`config.mk`:
```
export PLATFORM = sky130hd
export DESIGN_NAME = box_blur_running_sum_flat
export DESIGN_NICKNAME = d
export VERILOG_FILES = /design/src/rtl/core/bbrs_pkg.sv /design/src/rtl/core/bbrs_pixel_if.sv /design/src/rtl/core/bbrs_blur_if.sv /design/src/rtl/core/box_blur_running_sum.sv /design/src/rtl/core/bbrs_cfg.sv /design/src/rtl/core/bbrs_front.sv /design/src/rtl/core/bbrs_fifo.sv /design/src/rtl/core/bbrs_back.sv /design/src/flat_wrapper.sv
export SDC_FILE = /design/constraint.sdc
export NUM_CORES = 2
export LEC_CHECK = 0
export BUFFER_PORTS_ARGS = -buffer_cell sky130_fd_sc_hd__buf_4
export CORE_MARGIN = 1
export CORE_UTILIZATION = 25
export CTS_BUF_LIST = sky130_fd_sc_hd__clkbuf_8
export DETAILED_ROUTE_END_ITERATION = 6
export SLEW_MARGIN = 20
export SYNTH_ARGS = -nofsm -noshare
export SYNTH_HDL_FRONTEND = slang
export SYNTH_HIERARCHICAL = 1
export SYNTH_SLANG_ARGS = --single-unit
export TNS_END_PERCENT = 100
```
`constraint.sdc`:
```
create_clock -name clk -period 7.9 [get_ports clk]
set_clock_uncertainty 0.15 [all_clocks]
set_input_delay 1.58 -clock clk [delete_from_list [all_inputs] [get_ports clk]]
set_output_delay 1.58 -clock clk [all_outputs]
set_load 0.05 [all_outputs]
```
`src/rtl/core/bbrs_pkg.sv`:
```
package bbrs_pkg;

	// Window geometry
	localparam int MAX_RADIUS = 31;
	localparam int RAD_W      = 5;
	localparam int SPAN_W     = RAD_W + 1;
	localparam int POS_W      = 6;
	localparam logic [POS_W-1:0] POS_MAX = POS_W'(2 * MAX_RADIUS + 1);
	localparam int WIN_DEPTH  = 2 * MAX_RADIUS + 2;
	localparam int WIN_AW     = $clog2(WIN_DEPTH);

	// Running sums and fixed-point reciprocal of the window span
	localparam int SUM_W      = 14;
	localparam int RECIP_SH   = 20;
	localparam int RECIP_W    = RECIP_SH + 1;
	localparam int QUO_CNT_W  = $clog2(RECIP_SH);

	// Queue between front and back
	localparam int FIFO_DEPTH = 4;
	localparam int FIFO_AW    = $clog2(FIFO_DEPTH);

	// Register port
	localparam int CFG_ADDR_W     = 3;
	localparam int REG_IDX_RADIUS = 0;
	localparam logic [RAD_W-1:0] RADIUS_RST = RAD_W'(1);

	typedef struct packed {
		logic [7:0] red;
		logic [7:0] green;
		logic [7:0] blue;
	} pixel_t;

	typedef struct packed {
		pixel_t               px;
		logic                 last;
		logic                 first;
		logic [POS_W-1:0]     pos;
		logic [RAD_W-1:0]     radius;
		logic [RECIP_W-1:0]   recip;
	} item_t;

	typedef struct packed {
		logic                 busy;
		logic [RAD_W-1:0]     radius;
		logic [RECIP_W-1:0]   recip;
	} cfg_t;

endpackage

```
`src/rtl/core/bbrs_pixel_if.sv`:
```
interface bbrs_pixel_if;
	logic       valid;
	logic       ready;
	logic [7:0] red_in;
	logic [7:0] green_in;
	logic [7:0] blue_in;
	logic       line_last;

	modport source (output valid, red_in, green_in, blue_in, line_last, input ready);
	modport sink (input valid, red_in, green_in, blue_in, line_last, output ready);
endinterface

```
`src/rtl/core/bbrs_blur_if.sv`:
```
interface bbrs_blur_if;
	logic       valid;
	logic       ready;
	logic [7:0] red_out;
	logic [7:0] green_out;
	logic [7:0] blue_out;
	logic       line_end;
	logic       run_last;

	modport source (output valid, red_out, green_out, blue_out, line_end, run_last,
		input ready);
	modport sink (input valid, red_out, green_out, blue_out, line_end, run_last,
		output ready);
endinterface

```
`src/rtl/core/box_blur_running_sum.sv`:
```
// One-dimensional box filter with edge clamp over an RGB pixel stream.
// Pixels enter on the pixel channel in line order, line_last on the final
// pixel of each row or column. Averaged pixels leave on the blurred channel;
// line_end marks the last filtered pixel of a line, run_last the last result
// caused by one input pixel. Each transfer is a cycle with valid and ready high.
// Radius is set over the register port (byte address 0) and takes effect at the
// first pixel of the next line.
// Throughput: one pixel per cycle while the back end is neither stalled nor
// flushing; a line_last pixel takes radius+1 slide steps in the back end, one per
// flushed output. The single window memory port and running-sum stage set that:
// one slide step per cycle while the output register can move. The pixel that
// completes a window passes from the input queue through stage s1, the running
// sums and s2 before its result reaches the output register. After reset the
// radius is 1 and pixel.ready stays low while the reciprocal of the span is
// formed one bit a cycle; every radius write holds pixel.ready low the same way.
// When the receiver stalls, the output register holds its result and the whole
// back end freezes; a four-entry queue takes further pixels, then ready drops.
module box_blur_running_sum (
	input  logic                             clk,
	input  logic                             arst_n,
	input  logic                             psel,
	input  logic                             penable,
	input  logic                             pwrite,
	input  logic [bbrs_pkg::CFG_ADDR_W-1:0]  paddr,
	input  logic [31:0]                      pwdata,
	output logic [31:0]                      prdata,
	output logic                             pready,
	bbrs_pixel_if.sink                       pixel,
	bbrs_blur_if.source                      blurred
);
	bbrs_pkg::cfg_t  cfg;
	bbrs_pkg::item_t item;
	bbrs_pkg::item_t head;
	logic            push;
	logic            full;
	logic            pop;
	logic            empty;

	// Radius register and span reciprocal
	bbrs_cfg u_cfg (
		.clk     (clk),
		.arst_n  (arst_n),
		.psel    (psel),
		.penable (penable),
		.pwrite  (pwrite),
		.paddr   (paddr),
		.pwdata  (pwdata),
		.prdata  (prdata),
		.pready  (pready),
		.cfg     (cfg)
	);

	// Front: take pixels, track line position, latch radius per line
	bbrs_front u_front (
		.clk    (clk),
		.arst_n (arst_n),
		.pixel  (pixel),
		.cfg    (cfg),
		.full   (full),
		.push   (push),
		.item   (item)
	);

	// Decouple the front from the flush steps of the back
	bbrs_fifo u_fifo (
		.clk    (clk),
		.arst_n (arst_n),
		.push   (push),
		.din    (item),
		.full   (full),
		.pop    (pop),
		.empty  (empty),
		.head   (head)
	);

	// Back: window memory, running sums, divide by span, output register
	bbrs_back u_back (
		.clk     (clk),
		.arst_n  (arst_n),
		.empty   (empty),
		.head    (head),
		.pop     (pop),
		.blurred (blurred)
	);
endmodule

```
`src/rtl/core/bbrs_cfg.sv`:
```
module bbrs_cfg (
	input  logic                                clk,
	input  logic                                arst_n,
	input  logic                                psel,
	input  logic                                penable,
	input  logic                                pwrite,
	input  logic [bbrs_pkg::CFG_ADDR_W-1:0]     paddr,
	input  logic [31:0]                         pwdata,
	output logic [31:0]                         prdata,
	output logic                                pready,
	output bbrs_pkg::cfg_t                      cfg
);
	localparam int IDX_W = bbrs_pkg::CFG_ADDR_W - 2;

	logic                              hit;
	logic                              wr;
	logic [bbrs_pkg::RAD_W-1:0]        wr_radius;
	logic [bbrs_pkg::RAD_W-1:0]        radius_q;
	logic                              busy_q;
	logic [bbrs_pkg::QUO_CNT_W-1:0]    cnt_q;
	logic [bbrs_pkg::SPAN_W-1:0]       rem_q;
	logic [bbrs_pkg::RECIP_SH-1:0]     quo_q;
	logic [bbrs_pkg::RECIP_SH-1:0]     quo_nx;
	logic [bbrs_pkg::RECIP_W-1:0]      recip_q;
	logic [bbrs_pkg::SPAN_W-1:0]       span;
	logic [bbrs_pkg::SPAN_W:0]         rem_sh;
	logic [bbrs_pkg::SPAN_W:0]         rem_sub;
	logic                              take;

	assign hit = paddr[bbrs_pkg::CFG_ADDR_W-1:2] == IDX_W'(bbrs_pkg::REG_IDX_RADIUS);
	assign wr  = psel && penable && pwrite && hit;
	assign wr_radius = (pwdata[bbrs_pkg::RAD_W-1:0] > bbrs_pkg::RAD_W'(bbrs_pkg::MAX_RADIUS))
		? bbrs_pkg::RAD_W'(bbrs_pkg::MAX_RADIUS) : pwdata[bbrs_pkg::RAD_W-1:0];

	// Restoring division of an all-ones numerator, one quotient bit per cycle:
	// recip = floor((2^20 - 1) / span) + 1 = ceil(2^20 / span)
	assign span    = {radius_q, 1'b1};
	assign rem_sh  = {rem_q, 1'b1};
	assign take    = rem_sh >= {1'b0, span};
	assign rem_sub = rem_sh - {1'b0, span};
	assign quo_nx  = {quo_q[bbrs_pkg::RECIP_SH-2:0], take};

	always_ff @(posedge clk or negedge arst_n) begin
		if (!arst_n) begin
			radius_q <= bbrs_pkg::RADIUS_RST;
			busy_q   <= 1'b1;
			cnt_q    <= '0;
			rem_q    <= '0;
			quo_q    <= '0;
			recip_q  <= '0;
		end else if (wr) begin
			radius_q <= wr_radius;
			busy_q   <= 1'b1;
			cnt_q    <= '0;
			rem_q    <= '0;
			quo_q    <= '0;
		end else if (busy_q) begin
			rem_q <= take ? rem_sub[bbrs_pkg::SPAN_W-1:0] : rem_sh[bbrs_pkg::SPAN_W-1:0];
			quo_q <= quo_nx;
			cnt_q <= cnt_q + bbrs_pkg::QUO_CNT_W'(1);
			if (cnt_q == bbrs_pkg::QUO_CNT_W'(bbrs_pkg::RECIP_SH - 1)) begin
				busy_q  <= 1'b0;
				recip_q <= {1'b0, quo_nx} + bbrs_pkg::RECIP_W'(1);
			end
		end
	end

	assign prdata = hit ? 32'(radius_q) : 32'd0;
	assign pready = 1'b1;
	assign cfg    = '{busy: busy_q, radius: radius_q, recip: recip_q};
endmodule

```
`src/rtl/core/bbrs_front.sv`:
```
module bbrs_front (
	input  logic                 clk,
	input  logic                 arst_n,
	bbrs_pixel_if.sink           pixel,
	input  bbrs_pkg::cfg_t       cfg,
	input  logic                 full,
	output logic                 push,
	output bbrs_pkg::item_t      item
);
	logic [bbrs_pkg::POS_W-1:0]   pos_q;
	logic [bbrs_pkg::RAD_W-1:0]   radius_q;
	logic [bbrs_pkg::RECIP_W-1:0] recip_q;
	logic                         first;

	assign pixel.ready = !full && !cfg.busy;
	assign push        = pixel.valid && pixel.ready;
	assign first       = pos_q == '0;

	// Radius and reciprocal latch at the first pixel of a line
	assign item.px     = '{red: pixel.red_in, green: pixel.green_in, blue: pixel.blue_in};
	assign item.last   = pixel.line_last;
	assign item.first  = first;
	assign item.pos    = pos_q;
	assign item.radius = first ? cfg.radius : radius_q;
	assign item.recip  = first ? cfg.recip : recip_q;

	always_ff @(posedge clk or negedge arst_n) begin
		if (!arst_n) begin
			pos_q    <= '0;
			radius_q <= '0;
			recip_q  <= '0;
		end else if (push) begin
			if (first) begin
				radius_q <= cfg.radius;
				recip_q  <= cfg.recip;
			end
			if (pixel.line_last) begin
				pos_q <= '0;
			end else if (pos_q != bbrs_pkg::POS_MAX) begin
				pos_q <= pos_q + bbrs_pkg::POS_W'(1);
			end
		end
	end
endmodule

```
`src/rtl/core/bbrs_fifo.sv`:
```
module bbrs_fifo (
	input  logic                 clk,
	input  logic                 arst_n,
	input  logic                 push,
	input  bbrs_pkg::item_t      din,
	output logic                 full,
	input  logic                 pop,
	output logic                 empty,
	output bbrs_pkg::item_t      head
);
	bbrs_pkg::item_t                 slot_q [bbrs_pkg::FIFO_DEPTH];
	logic [bbrs_pkg::FIFO_AW-1:0]    wr_q;
	logic [bbrs_pkg::FIFO_AW-1:0]    rd_q;
	logic [bbrs_pkg::FIFO_AW:0]      cnt_q;

	assign full  = cnt_q == (bbrs_pkg::FIFO_AW + 1)'(bbrs_pkg::FIFO_DEPTH);
	assign empty = cnt_q == '0;
	assign head  = slot_q[rd_q];

	always_ff @(posedge clk or negedge arst_n) begin
		if (!arst_n) begin
			wr_q  <= '0;
			rd_q  <= '0;
			cnt_q <= '0;
		end else begin
			if (push) wr_q <= wr_q + bbrs_pkg::FIFO_AW'(1);
			if (pop) rd_q <= rd_q + bbrs_pkg::FIFO_AW'(1);
			cnt_q <= cnt_q + (bbrs_pkg::FIFO_AW + 1)'(push) - (bbrs_pkg::FIFO_AW + 1)'(pop);
		end
	end

	always_ff @(posedge clk) begin
		if (push) slot_q[wr_q] <= din;
	end
endmodule

```
`src/rtl/core/bbrs_back.sv`:
```
module bbrs_back (
	input  logic                 clk,
	input  logic                 arst_n,
	input  logic                 empty,
	input  bbrs_pkg::item_t      head,
	output logic                 pop,
	bbrs_blur_if.source          blurred
);
	typedef struct packed {
		logic                                valid;
		logic                                first;
		logic                                use_mem;
		logic                                emit;
		logic                                line_end;
		logic                                run_last;
		bbrs_pkg::pixel_t                    px;
		logic [bbrs_pkg::SPAN_W-1:0]         span;
		logic [bbrs_pkg::RECIP_W-1:0]        recip;
	} step_t;

	typedef struct packed {
		logic                                valid;
		logic                                line_end;
		logic                                run_last;
		logic [bbrs_pkg::RECIP_W-1:0]        recip;
	} mult_t;

	localparam int EXT_W  = bbrs_pkg::POS_W + 1;
	localparam int PROD_W = bbrs_pkg::SUM_W + bbrs_pkg::RECIP_W;

	bbrs_pkg::pixel_t                 win_mem [bbrs_pkg::WIN_DEPTH];
	bbrs_pkg::pixel_t                 rd_s1;
	step_t                            nx;
	step_t                            s1;
	mult_t                            s2;
	logic [bbrs_pkg::RAD_W-1:0]       step_q;
	logic [bbrs_pkg::WIN_AW-1:0]      wp_q;
	logic [bbrs_pkg::WIN_AW-1:0]      rd_addr;
	logic [bbrs_pkg::SPAN_W-1:0]      span;
	logic [EXT_W-1:0]                 pos_ext;
	logic                             adv;
	logic                             issue;
	logic                             final_step;
	logic [bbrs_pkg::SUM_W-1:0]       sum_q [3];
	bbrs_pkg::pixel_t                 first_q;
	bbrs_pkg::pixel_t                 drop;
	logic                             out_valid_q;
	bbrs_pkg::pixel_t                 out_px_q;
	logic                             out_end_q;
	logic                             out_last_q;

	function automatic logic [bbrs_pkg::SUM_W-1:0] slide(logic [bbrs_pkg::SUM_W-1:0] s,
		logic [7:0] add, logic [7:0] sub);
		return s + bbrs_pkg::SUM_W'(add) - bbrs_pkg::SUM_W'(sub);
	endfunction

	function automatic logic [bbrs_pkg::SUM_W-1:0] seed(logic [bbrs_pkg::SPAN_W-1:0] n,
		logic [7:0] v);
		return bbrs_pkg::SUM_W'(n) * bbrs_pkg::SUM_W'(v);
	endfunction

	// floor(s / span) as (s * ceil(2^20 / span)) >> 20, exact for 14-bit sums
	function automatic logic [7:0] mean(logic [bbrs_pkg::SUM_W-1:0] s,
		logic [bbrs_pkg::RECIP_W-1:0] r);
		logic [PROD_W-1:0] p;
		p = PROD_W'(s) * PROD_W'(r);
		return p[bbrs_pkg::RECIP_SH +: 8];
	endfunction

	// Whole pipeline advances together while the output register can move
	assign adv        = !out_valid_q || blurred.ready;
	assign issue      = adv && !empty;
	assign final_step = step_q == (head.last ? head.radius : '0);
	assign pop        = issue && final_step;

	// Step s of an item slides in the pixel again (s = 0 is the pixel itself,
	// s > 0 are the clamped positions past the line end) and drops the entry
	// span - s behind the current write slot.
	assign span    = {head.radius, 1'b1};
	assign pos_ext = {1'b0, head.pos} + EXT_W'(step_q);
	assign rd_addr = wp_q - bbrs_pkg::WIN_AW'(span) + bbrs_pkg::WIN_AW'(step_q);

	assign nx.valid    = !empty;
	assign nx.first    = head.first && (step_q == '0);
	assign nx.use_mem  = pos_ext >= EXT_W'(span);
	assign nx.emit     = pos_ext >= EXT_W'(head.radius);
	assign nx.line_end = head.last && final_step;
	assign nx.run_last = final_step;
	assign nx.px       = head.px;
	assign nx.span     = span;
	assign nx.recip    = head.recip;

	assign drop = s1.use_mem ? rd_s1 : first_q;

	always_ff @(posedge clk or negedge arst_n) begin
		if (!arst_n) begin
			step_q      <= '0;
			wp_q        <= '0;
			s1          <= '0;
			s2          <= '0;
			out_valid_q <= 1'b0;
		end else if (adv) begin
			s1          <= nx;
			s2          <= '{valid: s1.valid && s1.emit, line_end: s1.line_end,
				run_last: s1.run_last, recip: s1.recip};
			out_valid_q <= s2.valid;
			if (!empty) begin
				if (final_step) begin
					step_q <= '0;
					wp_q   <= wp_q + bbrs_pkg::WIN_AW'(1);
				end else begin
					step_q <= step_q + bbrs_pkg::RAD_W'(1);
				end
			end
		end
	end

	// Pixel window: at most one write and one registered read per cycle
	always_ff @(posedge clk) begin
		if (issue && step_q == '0) win_mem[wp_q] <= head.px;
		if (adv) rd_s1 <= win_mem[rd_addr];
	end

	always_ff @(posedge clk) begin
		if (adv && s1.valid) begin
			if (s1.first) begin
				first_q  <= s1.px;
				sum_q[0] <= seed(s1.span, s1.px.red);
				sum_q[1] <= seed(s1.span, s1.px.green);
				sum_q[2] <= seed(s1.span, s1.px.blue);
			end else begin
				sum_q[0] <= slide(sum_q[0], s1.px.red, drop.red);
				sum_q[1] <= slide(sum_q[1], s1.px.green, drop.green);
				sum_q[2] <= slide(sum_q[2], s1.px.blue, drop.blue);
			end
		end
		if (adv) begin
			out_px_q   <= '{red: mean(sum_q[0], s2.recip), green: mean(sum_q[1], s2.recip),
				blue: mean(sum_q[2], s2.recip)};
			out_end_q  <= s2.line_end;
			out_last_q <= s2.run_last;
		end
	end

	assign blurred.valid     = out_valid_q;
	assign blurred.red_out   = out_px_q.red;
	assign blurred.green_out = out_px_q.green;
	assign blurred.blue_out  = out_px_q.blue;
	assign blurred.line_end  = out_end_q;
	assign blurred.run_last  = out_last_q;
endmodule

```
`src/flat_wrapper.sv`:
```
// flat-port wrapper written by rule: the top's interface ports become plain ports
module box_blur_running_sum_flat 
  (clk, arst_n, psel, penable, pwrite, paddr, pwdata, prdata, pready, pixel_valid, pixel_red_in, pixel_green_in, pixel_blue_in, pixel_line_last, pixel_ready, blurred_valid, blurred_red_out, blurred_green_out, blurred_blue_out, blurred_line_end, blurred_run_last, blurred_ready);
  bbrs_pixel_if pixel_i ();
  bbrs_blur_if blurred_i ();
  input  logic clk;
  input  logic arst_n;
  input  logic psel;
  input  logic penable;
  input  logic pwrite;
  input  logic [bbrs_pkg::CFG_ADDR_W-1:0] paddr;
  input  logic [31:0] pwdata;
  output logic [31:0] prdata;
  output logic pready;
  input wire logic [$bits(pixel_i.valid)-1:0] pixel_valid;
  input wire logic [$bits(pixel_i.red_in)-1:0] pixel_red_in;
  input wire logic [$bits(pixel_i.green_in)-1:0] pixel_green_in;
  input wire logic [$bits(pixel_i.blue_in)-1:0] pixel_blue_in;
  input wire logic [$bits(pixel_i.line_last)-1:0] pixel_line_last;
  output wire logic [$bits(pixel_i.ready)-1:0] pixel_ready;
  output wire logic [$bits(blurred_i.valid)-1:0] blurred_valid;
  output wire logic [$bits(blurred_i.red_out)-1:0] blurred_red_out;
  output wire logic [$bits(blurred_i.green_out)-1:0] blurred_green_out;
  output wire logic [$bits(blurred_i.blue_out)-1:0] blurred_blue_out;
  output wire logic [$bits(blurred_i.line_end)-1:0] blurred_line_end;
  output wire logic [$bits(blurred_i.run_last)-1:0] blurred_run_last;
  input wire logic [$bits(blurred_i.ready)-1:0] blurred_ready;
  assign pixel_i.valid = pixel_valid;
  assign pixel_i.red_in = pixel_red_in;
  assign pixel_i.green_in = pixel_green_in;
  assign pixel_i.blue_in = pixel_blue_in;
  assign pixel_i.line_last = pixel_line_last;
  assign pixel_ready = pixel_i.ready;
  assign blurred_valid = blurred_i.valid;
  assign blurred_red_out = blurred_i.red_out;
  assign blurred_green_out = blurred_i.green_out;
  assign blurred_blue_out = blurred_i.blue_out;
  assign blurred_line_end = blurred_i.line_end;
  assign blurred_run_last = blurred_i.run_last;
  assign blurred_i.ready = blurred_ready;
  box_blur_running_sum u_core (.clk(clk), .arst_n(arst_n), .psel(psel), .penable(penable), .pwrite(pwrite), .paddr(paddr), .pwdata(pwdata), .prdata(prdata), .pready(pready), .pixel(pixel_i), .blurred(blurred_i));
endmodule
```
==> qor.yml <==
largest_net_degree_at_the_start_of_global_routing: 143
final_layout_size_suffix_gt1_share_pct: 17.3
ys_seq_area_share_pct: 55.3
status: "complete, but fails checks"
cts_repair_resize_count: 0
crit_type: "register to register"
max-cap-violations: 0
syn_avg_cell_area_um2: 15.0
route.top_layer_used: "met4"
ios: 128
remaining_routing_drc_violations: 2
worst_setup_hold_path_clk_slew_ns: 0.06
final_layout_setup_total_negative_slack_ns: 0
groute.usage.overall_pct: 11.7
timing.critical_path.fanout_max: 19
leftover_overflow_at_the_end_of_global_routing: 0
crit_share_post_route_pct: 89.8
violations_in_the_final_reports: "DRC"
grt_antenna_before_repair: 7
finalHoldViolations: 0
initial_core_utilization_pct: 25.1
cp.arrival_ns: 7.64
drt_pre_antenna_iters: 7
final_cell_mix: "sky130_fd_sc_hd__edfxtp_1, sky130_fd_sc_hd__inv_1, sky130_fd_sc_hd__nand2_1"
holdCritStartpoint: "u_core/u_back/s2[21]"
postCtsSetupRepairBufs: 0
synthesis.area_um2: 111000
synth-main-ff-cell: "sky130_fd_sc_hd__edfxtp_1"
synth_edf_count: 1884
final.fill_count: 44400
start_point_of_the_critical_path: "u_core/u_back/s2[11]"
clkSinkCount: 2073
synth_cell_types: 73
report.final.setup_viol: 0
vias_per_cell: 4.34
grt_pass1_wl_um: 398000
met3RoutedLength_um: 12700
dp_hpwl_um: 162000
timing.max_slew.rel_slack_pct: 18.3
worst_pin_slew_ns: 1.22
grt_setup_unrepaired: "false"
cts_root_buffer: "sky130_fd_sc_hd__clkbuf_8"
synth_seq_cells: 2073
num_vias: 59500
timing.rr.start: "u_core/u_back/s2[11]"
place.gp.congestion: 0.768
tritoncts: "yes"
post_drt_wl_per_cell_um: 19.3
drtIter0Drc: 5273
die_height_um: 668
antenna_violation_net_count_after_detailed_routing: 0
place.port_buffers: 70
cts_made_buffers: 327
routed_wirelength_um: 264000
critPathLaunchType: "register"
detail_route.wirelength.met1_um: 114000
clock_path_buffers: 4
ys_warn_count: 6
final-seq-area_um2: 61300
floorplan.die.width_um: 668
area_delta_synth_final_pct: 12.7
floorplan_die_area_um2: 446000
fmax_mhz: 141
wl_met2_um: 131000
ctsHoldBuffers: 0
worstPathRequired_ns: 8.45
number_of_max_slew_violations_in_the_final_report: 0
h-tree-depth: 5
timing.critical_path.to_type: "register"
hold_class: "register to register"
async_flop_share_pct: 9.12
syn-instance-count: 7373
rows: 244
placeable_core_region_um2: 442000
clock_latency_ns: 0.99
first_global_vias: 62200
fin_nets: 8696
layout.cells.most_common: "sky130_fd_sc_hd__edfxtp_1"
multiInputGateArea_um2: 44600
finalWorstPathRequiredPeriod_ns: 7.10
[state kept, by name, indices dropped and copies added, names as in the netlist, 2 cells and up]
name,count
u_core/u_cfg/quo_q,19
u_core/u_fifo/rd_q,2
u_core/u_back/blurred.blue_out,8
u_core/u_fifo/cnt_q,3
u_core/u_back/blurred.red_out,8
u_core/u_cfg/rem_q,6
u_core/u_back/s2,24
u_core/u_back/step_q,5
u_core/u_back/win_mem,1536
u_core/u_cfg/radius_q,5
u_core/u_back/sum_q,42
u_core/u_front/pos_q,6
u_core/u_fifo/wr_q,2
u_core/u_cfg/recip_q,21
u_core/u_back/blurred.green_out,8
u_core/u_fifo/slot_q,232
u_core/u_back/first_q,24
u_core/u_back/wp_q,6
u_core/u_front/recip_q,21
u_core/u_front/radius_q,5
u_core/u_back/rd_s1,24
u_core/u_cfg/cnt_q,5
u_core/u_back/s1,57
[final timing paths]
kind                                                          to  slack [ns]  depth (start not counted)
worst max register to register  u_core/u_back/blurred.red_out[5]        0.80                         20
worst min register to register    u_core/u_back/blurred.run_last        0.29                          0
worst max-delay path            u_core/u_back/blurred.red_out[5]        0.80                         20
min in group asynchronous              u_core/u_front/recip_q[7]        0.50                          1
worst min-delay path              u_core/u_back/blurred.run_last        0.29                          0
max in group asynchronous                  u_core/u_fifo/rd_q[0]        5.73                          2
[through the flow]
stage          utilization (%)  instances  worst slack, ns  cell area, µm²  hold WS (ns)
2_1_floorplan                -       7399             1.75          111000         0.275
3_3_place_gp              26.9      13100            0.892          119000         0.283
3_5_place_dp              26.9      13100            0.775          119000         0.285
4_1_cts                   28.3      13700            0.829          125000         0.292
5_1_grt                   28.3      13700            0.457          125000         0.310
6_report                  28.3      13700            0.804          125000         0.291
[synthesized netlist by cell type (all sizes together) (3+ instances only)]
cell type | count | area, µm²
nand2 | 813 | 3050
mux2 | 80 | 976
xor2 | 57 | 499
or3 | 13 | 81.3
o21ai | 98 | 490
o22ai | 3 | 18.8
nor3b | 5 | 37.5
or2 | 3 | 18.8
nor4 | 3 | 18.8
mux4 | 538 | 12100
a211oi | 34 | 268
a21oi | 137 | 693
nand4 | 19 | 155
o211a | 4 | 40.0
nor3 | 34 | 175
dfrtp | 187 | 4680
nor2 | 180 | 676
o21a | 9 | 67.6
and3 | 9 | 56.3
o21bai | 12 | 90.1
ha | 341 | 4270
o211ai | 8 | 60.1
a211o | 3 | 26.3
buf | 149 | 1080
o41ai | 3 | 26.3
xnor2 | 112 | 981
a221o | 4 | 40.0
and2 | 442 | 2770
nand3 | 43 | 220
nor2b | 42 | 263
fa | 722 | 14500
clkbuf | 260 | 976
a21o | 33 | 248
edfxtp | 1884 | 56600
nand2b | 17 | 106
a31oi | 12 | 75.1
inv | 963 | 3610
a2111oi | 8 | 78.8
mux2i | 52 | 521
o31ai | 11 | 82.6
[final cells by class]
class                           instances  share of cell area (%)
Tap cell                             5904                    5.91
Sequential cell                      2073                    49.0
Antenna cell                            2                 0.00400
Clock inverter                        227                   0.933
Inverter                              964                    2.90
Clock buffer                          338                    3.72
Timing Repair Buffer                  247                    1.89
Multi-Input combinational cell       3953                    35.6
[cell families (layout without fill, tap and decap cells)]
logic type               Yosys count  count (layout)  synth area share [%]
other                              2              30               0.00677
adder cells (fa/ha/maj)         1063            1063                  16.9
XOR/XNOR                         169             169                  1.33
buffers and inverters           1373            1776                  5.12
AO/OA/AOI/OAI                    395             395                  2.21
flip-flops                      2073            2073                  55.3
multiplexers                     670             670                  12.3
AND/OR/NAND/NOR                 1628            1628                  6.92
[routing by layer]
metal,vias to the layer above,track usage (%)
li1,26200,-
met1,31500,15.6
met2,1486,20.1
met3,355,1.44
met4,0,3.01
met5,-,0
[worst max-delay path, cell delays in order (launching register included)]
cell,delay [ns]
sky130_fd_sc_hd__dfrtp_1,1.10
sky130_fd_sc_hd__buf_4,0.37
sky130_fd_sc_hd__nand2_1,0.10
sky130_fd_sc_hd__fa_1,0.46
sky130_fd_sc_hd__fa_1,0.54
sky130_fd_sc_hd__inv_1,0.06
sky130_fd_sc_hd__fa_1,0.55
sky130_fd_sc_hd__fa_1,0.44
sky130_fd_sc_hd__fa_1,0.49
sky130_fd_sc_hd__inv_1,0.05
sky130_fd_sc_hd__fa_1,0.47
sky130_fd_sc_hd__inv_1,0.04
sky130_fd_sc_hd__ha_1,0.31
sky130_fd_sc_hd__a21oi_1,0.30
sky130_fd_sc_hd__nand3_1,0.13
sky130_fd_sc_hd__a211oi_1,0.41
sky130_fd_sc_hd__a211o_1,0.27
sky130_fd_sc_hd__a21boi_0,0.17
sky130_fd_sc_hd__o21ai_0,0.19
sky130_fd_sc_hd__a211oi_1,0.13
sky130_fd_sc_hd__buf_4,0.17
Power is left out: the tool's default activity adds up to more than one toggle a clock period on the data nets, which glitch-free logic cannot reach.
